### src/hw/rtl/cascaded_window_beat_level_macros.svh
// ----------------------------------------------------------------------------
// Assertion macros for the beat level block
// Shared concurrent assertion forms, clocked on clk_i and held off in reset.
// ----------------------------------------------------------------------------
`ifndef CASCADED_WINDOW_BEAT_LEVEL_MACROS_SVH
`define CASCADED_WINDOW_BEAT_LEVEL_MACROS_SVH

// A property checked at every rising edge outside reset.
`define CWBL_ASSERT(label, prop, msg) \
  label: assert property (@(posedge clk_i) disable iff (!rst_ni) (prop)) else $error(msg);

// An implication checked in the same cycle outside reset.
`define CWBL_ASSERT_IMPL(label, ante, cons, msg) \
  label: assert property (@(posedge clk_i) disable iff (!rst_ni) (ante) |-> (cons)) \
    else $error(msg);

`endif

### src/hw/rtl/cwbl_pkg.sv
// ----------------------------------------------------------------------------
// Beat level package
// Field widths, register codes, reset values and parameter defaults.
// ----------------------------------------------------------------------------
package cwbl_pkg;

  localparam int unsigned SAMPLE_W   = 12;
  localparam int unsigned LEVEL_W    = 8;
  localparam int unsigned GAIN_W     = 8;
  localparam int unsigned SILENCE_W  = 10;
  localparam int unsigned CFG_IDX_W  = 2;
  localparam int unsigned CFG_DATA_W = 10;

  localparam int unsigned DEF_WINDOW_LEN  = 10;
  localparam int unsigned DEF_STAGE_COUNT = 8;
  localparam int unsigned DEF_SAMPLE_BITS = 12;

  localparam int unsigned MARGIN_DIV = 10;

  localparam logic [GAIN_W-1:0]    GAIN_RESET    = 8'd16;
  localparam logic [SILENCE_W-1:0] SILENCE_RESET = 10'd1000;
  localparam logic [LEVEL_W-1:0]   LEVEL_FULL    = 8'd255;

  typedef enum logic [CFG_IDX_W-1:0] {
    CFG_GAIN    = 2'd0,
    CFG_SILENCE = 2'd1
  } cfg_reg_e;

endpackage

### src/hw/rtl/cwbl_if.sv
// ----------------------------------------------------------------------------
// Beat level channels
// Valid/ready channels for samples, levels and register writes.
// ----------------------------------------------------------------------------
interface cwbl_sample_if import cwbl_pkg::*; ();
  logic                valid;
  logic                ready;
  logic [SAMPLE_W-1:0] sample;

  modport source (output valid, output sample, input ready);
  modport sink (input valid, input sample, output ready);
endinterface

interface cwbl_level_if import cwbl_pkg::*; ();
  logic               valid;
  logic               ready;
  logic [LEVEL_W-1:0] level;
  logic               silent;

  modport source (output valid, output level, output silent, input ready);
  modport sink (input valid, input level, input silent, output ready);
endinterface

interface cwbl_cfg_if import cwbl_pkg::*; ();
  logic                  valid;
  logic                  ready;
  logic [CFG_IDX_W-1:0]  index;
  logic [CFG_DATA_W-1:0] data;

  modport source (output valid, output index, output data, input ready);
  modport sink (input valid, input index, input data, output ready);
endinterface

### src/hw/rtl/cascaded_window_beat_level.sv
// ----------------------------------------------------------------------------
// Cascaded window beat level
// Beat brightness from a chain of sliding windows over audio level samples.
// ----------------------------------------------------------------------------
// Usage: one sample item enters on sample_i per tick and yields exactly one
// item on level_o carrying the level and the silent flag. Register writes on
// cfg_i are always ready; index 0 is the gain and index 1 the silence limit,
// other indexes are ignored. Write them only while the block is idle.
// The sample walks a chain of STAGE_COUNT window cells in turn. Each cell
// stores the value, scans its entries, then forms the mean in a multiply
// step and a correction step. One sample is in work at a time; the next
// can be accepted in the cycle after the previous result is loaded.
// The result sits in an output register, so a new sample is taken while it
// waits. If the receiver stalls longer, the next result waits in the final
// step until the register is free. Reset clears all windows, the write slot
// and the silence counter, and loads the register defaults.
// ----------------------------------------------------------------------------
`include "cascaded_window_beat_level_macros.svh"

module cascaded_window_beat_level import cwbl_pkg::*; #(
  parameter int unsigned WINDOW_LEN  = DEF_WINDOW_LEN,
  parameter int unsigned STAGE_COUNT = DEF_STAGE_COUNT,
  parameter int unsigned SAMPLE_BITS = DEF_SAMPLE_BITS
) (
  input  logic                 clk_i,
  input  logic                 rst_ni,
  cwbl_cfg_if.sink             cfg_i,
  cwbl_sample_if.sink          sample_i,
  cwbl_level_if.source         level_o
);

  localparam int unsigned IDX_W   = $clog2(WINDOW_LEN);
  localparam int unsigned DIFF_W  = SAMPLE_BITS + 4;
  localparam int unsigned PROD_W  = SAMPLE_BITS + GAIN_W;

  typedef enum logic [2:0] {
    ST_IDLE = 3'b001,
    ST_RUN  = 3'b010,
    ST_FIN  = 3'b100
  } ctrl_state_e;

  ctrl_state_e            state_q;
  logic [IDX_W-1:0]       slot_q;
  logic [SILENCE_W-1:0]   quiet_q;
  logic [GAIN_W-1:0]      gain_q;
  logic [SILENCE_W-1:0]   silence_q;
  logic                   out_valid_q;
  logic [LEVEL_W-1:0]     level_q;
  logic                   silent_q;

  logic                   in_accept;
  logic                   load;
  logic [SAMPLE_BITS-1:0] sample_v;

  logic                   start_w [STAGE_COUNT];
  logic [SAMPLE_BITS-1:0] value_w [STAGE_COUNT];
  logic                   done_w  [STAGE_COUNT];
  logic [SAMPLE_BITS-1:0] peak_w  [STAGE_COUNT];
  logic [SAMPLE_BITS-1:0] mean_w  [STAGE_COUNT];

  logic [SAMPLE_BITS-1:0] short_pk;
  logic [SAMPLE_BITS-1:0] long_pk;
  logic [SAMPLE_BITS-1:0] diff;
  logic [DIFF_W-1:0]      diff10;
  logic                   over;
  logic [PROD_W-1:0]      prod;
  logic [LEVEL_W-1:0]     level_d;
  logic                   silent_d;
  logic [SILENCE_W-1:0]   quiet_d;

  assign in_accept      = sample_i.valid && sample_i.ready;
  assign sample_i.ready = (state_q == ST_IDLE);
  assign cfg_i.ready    = 1'b1;
  assign sample_v       = SAMPLE_BITS'(sample_i.sample);
  assign load           = (state_q == ST_FIN) && (!out_valid_q || level_o.ready);

  for (genvar s = 0; s < STAGE_COUNT; s++) begin : g_chain
    if (s == 0) begin : g_head
      assign start_w[s] = in_accept;
      assign value_w[s] = sample_v;
    end else if (s == 1) begin : g_second
      assign start_w[s] = done_w[s-1];
      assign value_w[s] = peak_w[s-1];
    end else begin : g_rest
      assign start_w[s] = done_w[s-1];
      assign value_w[s] = mean_w[s-1];
    end

    cwbl_cell #(
      .WINDOW_LEN  (WINDOW_LEN),
      .SAMPLE_BITS (SAMPLE_BITS)
    ) u_cell (
      .clk_i   (clk_i),
      .rst_ni  (rst_ni),
      .start_i (start_w[s]),
      .value_i (value_w[s]),
      .slot_i  (slot_q),
      .done_o  (done_w[s]),
      .peak_o  (peak_w[s]),
      .mean_o  (mean_w[s])
    );
  end

  // The margin test short > long + floor(long / 10) is 10 * (short - long) > long.
  always_comb begin
    short_pk = peak_w[0];
    long_pk  = peak_w[STAGE_COUNT-1];
    diff     = short_pk - long_pk;
    diff10   = DIFF_W'(diff) * DIFF_W'(MARGIN_DIV);
    over     = (short_pk > long_pk) && (diff10 > DIFF_W'(long_pk));
    prod     = PROD_W'(diff) * PROD_W'(gain_q);
    level_d  = '0;
    silent_d = 1'b0;
    quiet_d  = quiet_q;
    if (over) begin
      level_d = (prod >= PROD_W'(LEVEL_FULL)) ? LEVEL_FULL : prod[LEVEL_W-1:0];
    end
    if (long_pk != '0) begin
      quiet_d = '0;
    end else if (quiet_q >= silence_q) begin
      level_d  = LEVEL_FULL;
      silent_d = 1'b1;
    end else begin
      quiet_d = quiet_q + SILENCE_W'(1);
    end
  end

  always_ff @(posedge clk_i or negedge rst_ni) begin
    if (!rst_ni) begin
      gain_q    <= GAIN_RESET;
      silence_q <= SILENCE_RESET;
    end else if (cfg_i.valid) begin
      case (cfg_i.index)
        CFG_GAIN:    gain_q    <= cfg_i.data[GAIN_W-1:0];
        CFG_SILENCE: silence_q <= cfg_i.data[SILENCE_W-1:0];
        default: ;
      endcase
    end
  end

  always_ff @(posedge clk_i or negedge rst_ni) begin
    if (!rst_ni) begin
      state_q     <= ST_IDLE;
      slot_q      <= '0;
      quiet_q     <= '0;
      out_valid_q <= 1'b0;
      level_q     <= '0;
      silent_q    <= 1'b0;
    end else begin
      if (load) begin
        out_valid_q <= 1'b1;
      end else if (level_o.ready) begin
        out_valid_q <= 1'b0;
      end
      case (state_q)
        ST_IDLE: begin
          if (in_accept) begin
            state_q <= ST_RUN;
          end
        end
        ST_RUN: begin
          if (done_w[STAGE_COUNT-1]) begin
            state_q <= ST_FIN;
          end
        end
        ST_FIN: begin
          if (load) begin
            level_q     <= level_d;
            silent_q    <= silent_d;
            quiet_q     <= quiet_d;
            slot_q      <= (slot_q == IDX_W'(WINDOW_LEN - 1)) ? '0 : slot_q + IDX_W'(1);
            state_q     <= ST_IDLE;
          end
        end
        default: begin
          state_q <= ST_IDLE;
        end
      endcase
    end
  end

  assign level_o.valid  = out_valid_q;
  assign level_o.level  = level_q;
  assign level_o.silent = silent_q;

  `CWBL_ASSERT(a_accept_starts_run, in_accept |=> (state_q == ST_RUN),
               "Accepted item did not start the window chain.")
  `CWBL_ASSERT_IMPL(a_silent_full, out_valid_q && silent_q, level_q == LEVEL_FULL,
                    "Silent item without full level.")
  `CWBL_ASSERT_IMPL(a_valid_from_fin, $rose(out_valid_q), $past(state_q) == ST_FIN,
                    "Result shown without a final step.")
  `CWBL_ASSERT_IMPL(a_slot_range, 1'b1, slot_q <= IDX_W'(WINDOW_LEN - 1),
                    "Write slot past the window.")

endmodule

### src/hw/rtl/cwbl_cell.sv
// ----------------------------------------------------------------------------
// Beat level window cell
// One sliding window: writes the new value, scans its entries one per cycle
// for maximum and sum, then forms the floor mean by reciprocal multiply.
// ----------------------------------------------------------------------------
`include "cascaded_window_beat_level_macros.svh"

module cwbl_cell #(
  parameter int unsigned WINDOW_LEN  = 10,
  parameter int unsigned SAMPLE_BITS = 12
) (
  input  logic                          clk_i,
  input  logic                          rst_ni,
  input  logic                          start_i,
  input  logic [SAMPLE_BITS-1:0]        value_i,
  input  logic [$clog2(WINDOW_LEN)-1:0] slot_i,
  output logic                          done_o,
  output logic [SAMPLE_BITS-1:0]        peak_o,
  output logic [SAMPLE_BITS-1:0]        mean_o
);

  localparam int unsigned IDX_W  = $clog2(WINDOW_LEN);
  localparam int unsigned SUM_W  = SAMPLE_BITS + IDX_W;
  localparam int unsigned PROD_W = 2 * SUM_W;
  localparam int unsigned RECIP  = (2 ** SUM_W) / WINDOW_LEN;

  typedef enum logic [3:0] {
    ST_IDLE = 4'b0001,
    ST_SCAN = 4'b0010,
    ST_DIV  = 4'b0100,
    ST_FIX  = 4'b1000
  } cell_state_e;

  cell_state_e              state_q;
  logic [SAMPLE_BITS-1:0]   win_q [WINDOW_LEN];
  logic [IDX_W-1:0]         idx_q;
  logic [SAMPLE_BITS-1:0]   max_q;
  logic [SUM_W-1:0]         sum_q;
  logic [PROD_W-1:0]        prod_q;
  logic                     done_q;
  logic [SAMPLE_BITS-1:0]   peak_q;
  logic [SAMPLE_BITS-1:0]   mean_q;

  logic [SAMPLE_BITS-1:0]   rd_data;
  logic [SAMPLE_BITS-1:0]   quot;
  logic [SUM_W-1:0]         quot_w;
  logic [SUM_W-1:0]         rem;
  logic [SAMPLE_BITS-1:0]   mean_d;

  // The estimate is at most one below the true mean, so one correction suffices.
  always_comb begin
    rd_data = win_q[idx_q];
    quot    = prod_q[SUM_W +: SAMPLE_BITS];
    quot_w  = SUM_W'(quot) * SUM_W'(WINDOW_LEN);
    rem     = sum_q - quot_w;
    mean_d  = (rem >= SUM_W'(WINDOW_LEN)) ? quot + SAMPLE_BITS'(1) : quot;
  end

  always_ff @(posedge clk_i or negedge rst_ni) begin
    if (!rst_ni) begin
      state_q <= ST_IDLE;
      win_q   <= '{default: '0};
      idx_q   <= '0;
      max_q   <= '0;
      sum_q   <= '0;
      prod_q  <= '0;
      done_q  <= 1'b0;
      peak_q  <= '0;
      mean_q  <= '0;
    end else begin
      done_q <= (state_q == ST_FIX);
      case (state_q)
        ST_IDLE: begin
          if (start_i) begin
            win_q[slot_i] <= value_i;
            idx_q         <= '0;
            max_q         <= '0;
            sum_q         <= '0;
            state_q       <= ST_SCAN;
          end
        end
        ST_SCAN: begin
          if (rd_data > max_q) begin
            max_q <= rd_data;
          end
          sum_q <= sum_q + SUM_W'(rd_data);
          idx_q <= idx_q + IDX_W'(1);
          if (idx_q == IDX_W'(WINDOW_LEN - 1)) begin
            state_q <= ST_DIV;
          end
        end
        ST_DIV: begin
          prod_q  <= PROD_W'(sum_q) * PROD_W'(RECIP);
          state_q <= ST_FIX;
        end
        ST_FIX: begin
          peak_q  <= max_q;
          mean_q  <= mean_d;
          state_q <= ST_IDLE;
        end
        default: begin
          state_q <= ST_IDLE;
        end
      endcase
    end
  end

  assign done_o = done_q;
  assign peak_o = peak_q;
  assign mean_o = mean_q;

  `CWBL_ASSERT_IMPL(a_start_when_idle, start_i, state_q == ST_IDLE,
                    "Cell started while busy.")
  `CWBL_ASSERT_IMPL(a_done_after_fix, done_q, $past(state_q) == ST_FIX,
                    "Cell done without a mean step.")
  `CWBL_ASSERT_IMPL(a_mean_below_peak, done_q, mean_q <= peak_q,
                    "Window mean exceeds window maximum.")
  `CWBL_ASSERT_IMPL(a_scan_in_range, state_q == ST_SCAN, idx_q <= IDX_W'(WINDOW_LEN - 1),
                    "Scan index past the window.")

endmodule

### src/flat_wrapper.sv
// flat-port wrapper written by rule: the top's interface ports become plain ports
module cascaded_window_beat_level_flat import cwbl_pkg::*;
#(
  parameter int unsigned WINDOW_LEN  = DEF_WINDOW_LEN,
  parameter int unsigned STAGE_COUNT = DEF_STAGE_COUNT,
  parameter int unsigned SAMPLE_BITS = DEF_SAMPLE_BITS
)
  (clk_i, rst_ni, cfg_i_valid, cfg_i_index, cfg_i_data, cfg_i_ready, sample_i_valid, sample_i_sample, sample_i_ready, level_o_valid, level_o_level, level_o_silent, level_o_ready);
  cwbl_cfg_if cfg_i_i ();
  cwbl_sample_if sample_i_i ();
  cwbl_level_if level_o_i ();
  input  logic clk_i;
  input  logic rst_ni;
  input wire logic [$bits(cfg_i_i.valid)-1:0] cfg_i_valid;
  input wire logic [$bits(cfg_i_i.index)-1:0] cfg_i_index;
  input wire logic [$bits(cfg_i_i.data)-1:0] cfg_i_data;
  output wire logic [$bits(cfg_i_i.ready)-1:0] cfg_i_ready;
  input wire logic [$bits(sample_i_i.valid)-1:0] sample_i_valid;
  input wire logic [$bits(sample_i_i.sample)-1:0] sample_i_sample;
  output wire logic [$bits(sample_i_i.ready)-1:0] sample_i_ready;
  output wire logic [$bits(level_o_i.valid)-1:0] level_o_valid;
  output wire logic [$bits(level_o_i.level)-1:0] level_o_level;
  output wire logic [$bits(level_o_i.silent)-1:0] level_o_silent;
  input wire logic [$bits(level_o_i.ready)-1:0] level_o_ready;
  assign cfg_i_i.valid = cfg_i_valid;
  assign cfg_i_i.index = cfg_i_index;
  assign cfg_i_i.data = cfg_i_data;
  assign cfg_i_ready = cfg_i_i.ready;
  assign sample_i_i.valid = sample_i_valid;
  assign sample_i_i.sample = sample_i_sample;
  assign sample_i_ready = sample_i_i.ready;
  assign level_o_valid = level_o_i.valid;
  assign level_o_level = level_o_i.level;
  assign level_o_silent = level_o_i.silent;
  assign level_o_i.ready = level_o_ready;
  cascaded_window_beat_level #(.WINDOW_LEN(WINDOW_LEN), .STAGE_COUNT(STAGE_COUNT), .SAMPLE_BITS(SAMPLE_BITS)) u_core (.clk_i(clk_i), .rst_ni(rst_ni), .cfg_i(cfg_i_i), .sample_i(sample_i_i), .level_o(level_o_i));
endmodule
### config.mk
export PLATFORM = sky130hd
export DESIGN_NAME = cascaded_window_beat_level_flat
export DESIGN_NICKNAME = d
export VERILOG_FILES = /design/src/hw/rtl/cwbl_pkg.sv /design/src/hw/rtl/cwbl_if.sv /design/src/hw/rtl/cascaded_window_beat_level.sv /design/src/hw/rtl/cwbl_cell.sv /design/src/flat_wrapper.sv
export VERILOG_INCLUDE_DIRS = /design/src /design/src/hw/rtl
export SDC_FILE = /design/constraint.sdc
export NUM_CORES = 2
export LEC_CHECK = 0
export BUFFER_PORTS_ARGS = -buffer_cell sky130_fd_sc_hd__buf_2
export CORE_UTILIZATION = 60
export DETAILED_ROUTE_END_ITERATION = 6
export GPL_ROUTABILITY_DRIVEN = 0
export PLACE_DENSITY = 0.76
export SYNTH_ARGS = -nofsm -noshare
export SYNTH_HDL_FRONTEND = slang
export SYNTH_SLANG_ARGS = --single-unit
### constraint.sdc
create_clock -name clk_i -period 17 [get_ports clk_i]
set_input_delay 3.4 -clock clk_i [delete_from_list [all_inputs] [get_ports clk_i]]
set_output_delay 3.4 -clock clk_i [all_outputs]
set_load 0.03 [all_outputs]
==> metrics.csv <==
metric,value,unit
largest delay contributor family on the critical path,adder cells,
status,"finished, final reports clean",
GRT Resource Usage Total,0.281,
Async SR Flop Fraction,1.00,
die area,0.160,mm^2
Tmin final,7830,ps
Die W,400,um
Layout Nets,9777,
number of synthesized flops with an enable pin,0,
grt ovf,0,
Area Growth Syn to Fin,7.53,%
number of global-route vias before repair,67300,
Initial Util,0.606,
crit end category,flop,
H-tree levels,4,
row count,145,
sequential-to-total area share from yosys stat,0.360,
FMAX,128,MHz
largest area contributor in the netlist,dfrtp_1,
Critical Path Start Type,flop,
cell area after layout,0.102,mm^2
port bufs,39,
residual DRC count,0,
worst-margin pin slew,1250,ps
crit path buf inv count,4,
layout cells sized above 1,0.212,
WP data arrival,8500,ps
setup_tns,0,ps
clk_lat worst skew,820,ps
crit path max fanout,12,
WL/cell,20.9,um
Worst-path clk slew,70,ps
Power Dens Cells,66.2,mW/mm^2
Post-Syn Area,0.0951,mm^2
Crit Path Category,flop to flop,
Cells after Synth,8422,
Synth Register Bits,1365,
# Max-Cap Violations,0,
dominant synthesized flop cell,dfrtp_1,
"slowest stage cell, crit path",or4_1,
post-route clock skew,52.2,ps
CTS max path bufs,3,
CTS Buf Count,142,
leakage power,52.5,nW
largest cells by area after synthesis,"dfrtp_1, ha_1, mux2_2",
WP data required,17670,ps
Synth top area share,0.355,
crit-path most repeated cell,fa_1,
FF-to-FF End,u_core.level_o.level[7],
initial antenna violation count,3,
Inst Count DP,10200,
hold-fix buffers at CTS,0,
post-cts gate resize count,0,
Die Height,400,um
Placeable Area,0.157,mm^2
worst setup path startpoint,u_core.g_chain[0].u_cell.peak_o[0],
CTS tree,built,
cell depth of the worst flop-to-flop path,26,
Sink Count,1365,
RR Startpoint,u_core.g_chain[0].u_cell.peak_o[0],
RSZ-0062 raised after global routing,false,
relative slew slack,0.164,
top-count cell post-synth,dfrtp_1,
worst min path class,flop to flop,
Post-DP Area,0.0973,mm^2
"Avg Cell Area, Syn",11.3,um^2
post-synth cell types,99,
Synth Net Count,9870,
Root Driver,clkbuf_16,
Via density,6.16,
Stages on worst setup path,26,
number of nets with antenna violations after routing,0,
global-route wire length before repair,360000,um
post-DP HPWL,157000,um
Post-Layout Cell Count,10500,
Setup crit end,u_core.level_o.level[7],
vias,64700,
final max-slew violation count,0,
final WL,220000,um
Syn. warnings,0,
"reg-to-reg slack, setup",9170,ps
Peak VDD IR,104,uV
Top Ports,41,
drt first pass iters,6,
total power,6.76,mW
setup violators final,0,
DR iter-0 viols,4716,
Fin. Hold Viols,0,
"Largest stage delay, worst path",670,ps
part of the cycle the worst path needs,0.461,
synth cell count leaders,"dfrtp_1, mux2_2, ha_1",
largest net degree at the start of global routing,200,
post-CTS setup buffers,0,
routing by layer:
metal,vias up,wire length [um],GRT usage
li1,29700,-,-
met1,33000,96000,0.385
met2,1653,106000,0.462
met3,363,12600,0.0483
met4,2,5550,0.0806
met5,-,13,0
worst reg2reg max path, delay by kind of cell, from the launching register on:
kind                       cells  cell delay, ps
xor gates and xnor gates       2             800
DFF                            1             390
buffers and inverters          4             460
and+or+nand+nor                5            1620
AOI/OAI and AO/OA              8            1720
adders and majority gates      7            2760
cell type report:
class                      instances  area, um^2
timing repair buffer             154        1110
multi-input combinational       5912       56600
antenna                            1        2.50
tap                             2058        2570
clock buffer                     200        4070
sequential                      1365       34200
clock inverter                    59         850
fill                           11600       54500
inverter                         754        2830
through the flow:
step	worst slack (ps)	hold slack, ps	util
after CTS	9220	484	0.652
final	9170	484	0.652
after global routing	8750	500	0.652
after floorplan	10060	444	-
after detailed placement	9250	470	0.621
after global placement	9350	459	0.621
how the worst min path moves through the flow:
stage,from,endpoint,slack (ps),depth (start not counted)
3_5_place_dp,u_core.g_chain[1].u_cell.win_q[48],u_core.g_chain[1].u_cell.win_q[48],470,2
2_1_floorplan,u_core.g_chain[1].u_cell.win_q[0],u_core.g_chain[1].u_cell.win_q[0],440,2
4_1_cts,u_core.g_chain[1].u_cell.win_q[48],u_core.g_chain[1].u_cell.win_q[48],480,2
3_3_place_gp,u_core.g_chain[1].u_cell.win_q[72],u_core.g_chain[1].u_cell.win_q[72],460,2
6_report,u_core.g_chain[1].u_cell.win_q[48],u_core.g_chain[1].u_cell.win_q[48],480,2
5_1_grt,u_core.g_chain[1].u_cell.win_q[48],u_core.g_chain[1].u_cell.win_q[48],500,2
cells in the final DEF (no fill, tap or decap), drive strengths merged, types with 104 or more instances in the layout:
master | synthesis | layout
nor2 | 292 | 292
nand3 | 199 | 199
xnor2 | 170 | 170
ha | 997 | 997
nand2 | 548 | 548
inv | 751 | 755
o21ai | 380 | 380
fa | 422 | 422
mux4 | 192 | 192
dfrtp | 1349 | 1349
a21oi | 285 | 285
buf | 61 | 154
xor2 | 104 | 104
mux2 | 1096 | 1096
clkbuf | 330 | 200
sequential cells by signal (all words and copies together) (netlist names):
name / count
u_core.g_chain.u_cell.idx_q: 32
u_core.g_chain.u_cell.mean_o: 72
u_core.g_chain.u_cell.win_q: 960
u_core.g_chain.u_cell.state_q: 32
u_core.silence_q: 10
u_core.level_o.silent: 1
u_core.g_chain.u_cell.max_q: 24
u_core.level_o.level: 8
u_core.g_chain.u_cell.peak_o: 24
u_core.g_chain.u_cell.prod_q: 72
u_core.slot_q: 4
u_core.state_q: 3
u_core.gain_q: 8
u_core.g_chain.u_cell.sum_q: 96
u_core.g_chain.u_cell.done_o: 8
u_core.level_o.valid: 1
u_core.quiet_q: 10
power by group:
part	switching, mW	leakage (nW)	total [mW]	internal [mW]
sequential	0.0336	18.9	3.32	3.28
combinational	0.137	31.3	0.209	0.0721
clock	1.40	2.38	3.24	1.84
total	1.57	52.5	6.76	5.19
kinds of logic (layout without fill, tap and decap cells):
| logic type | after synthesis | after routing | share of synthesized area |
|---|---|---|---|
| fa+ha+maj | 1419 | 1419 | 0.220 |
| compound gates | 1279 | 1279 | 0.0875 |
| buf+inv | 1145 | 1167 | 0.0455 |
| simple gates | 1610 | 1610 | 0.0823 |
| other cells | 1 | 2 | 0.0000394 |
| xor+xnor | 275 | 275 | 0.0255 |
| mux | 1328 | 1328 | 0.180 |
| flops | 1365 | 1365 | 0.360 |
(Power assumes the default switching activity.)
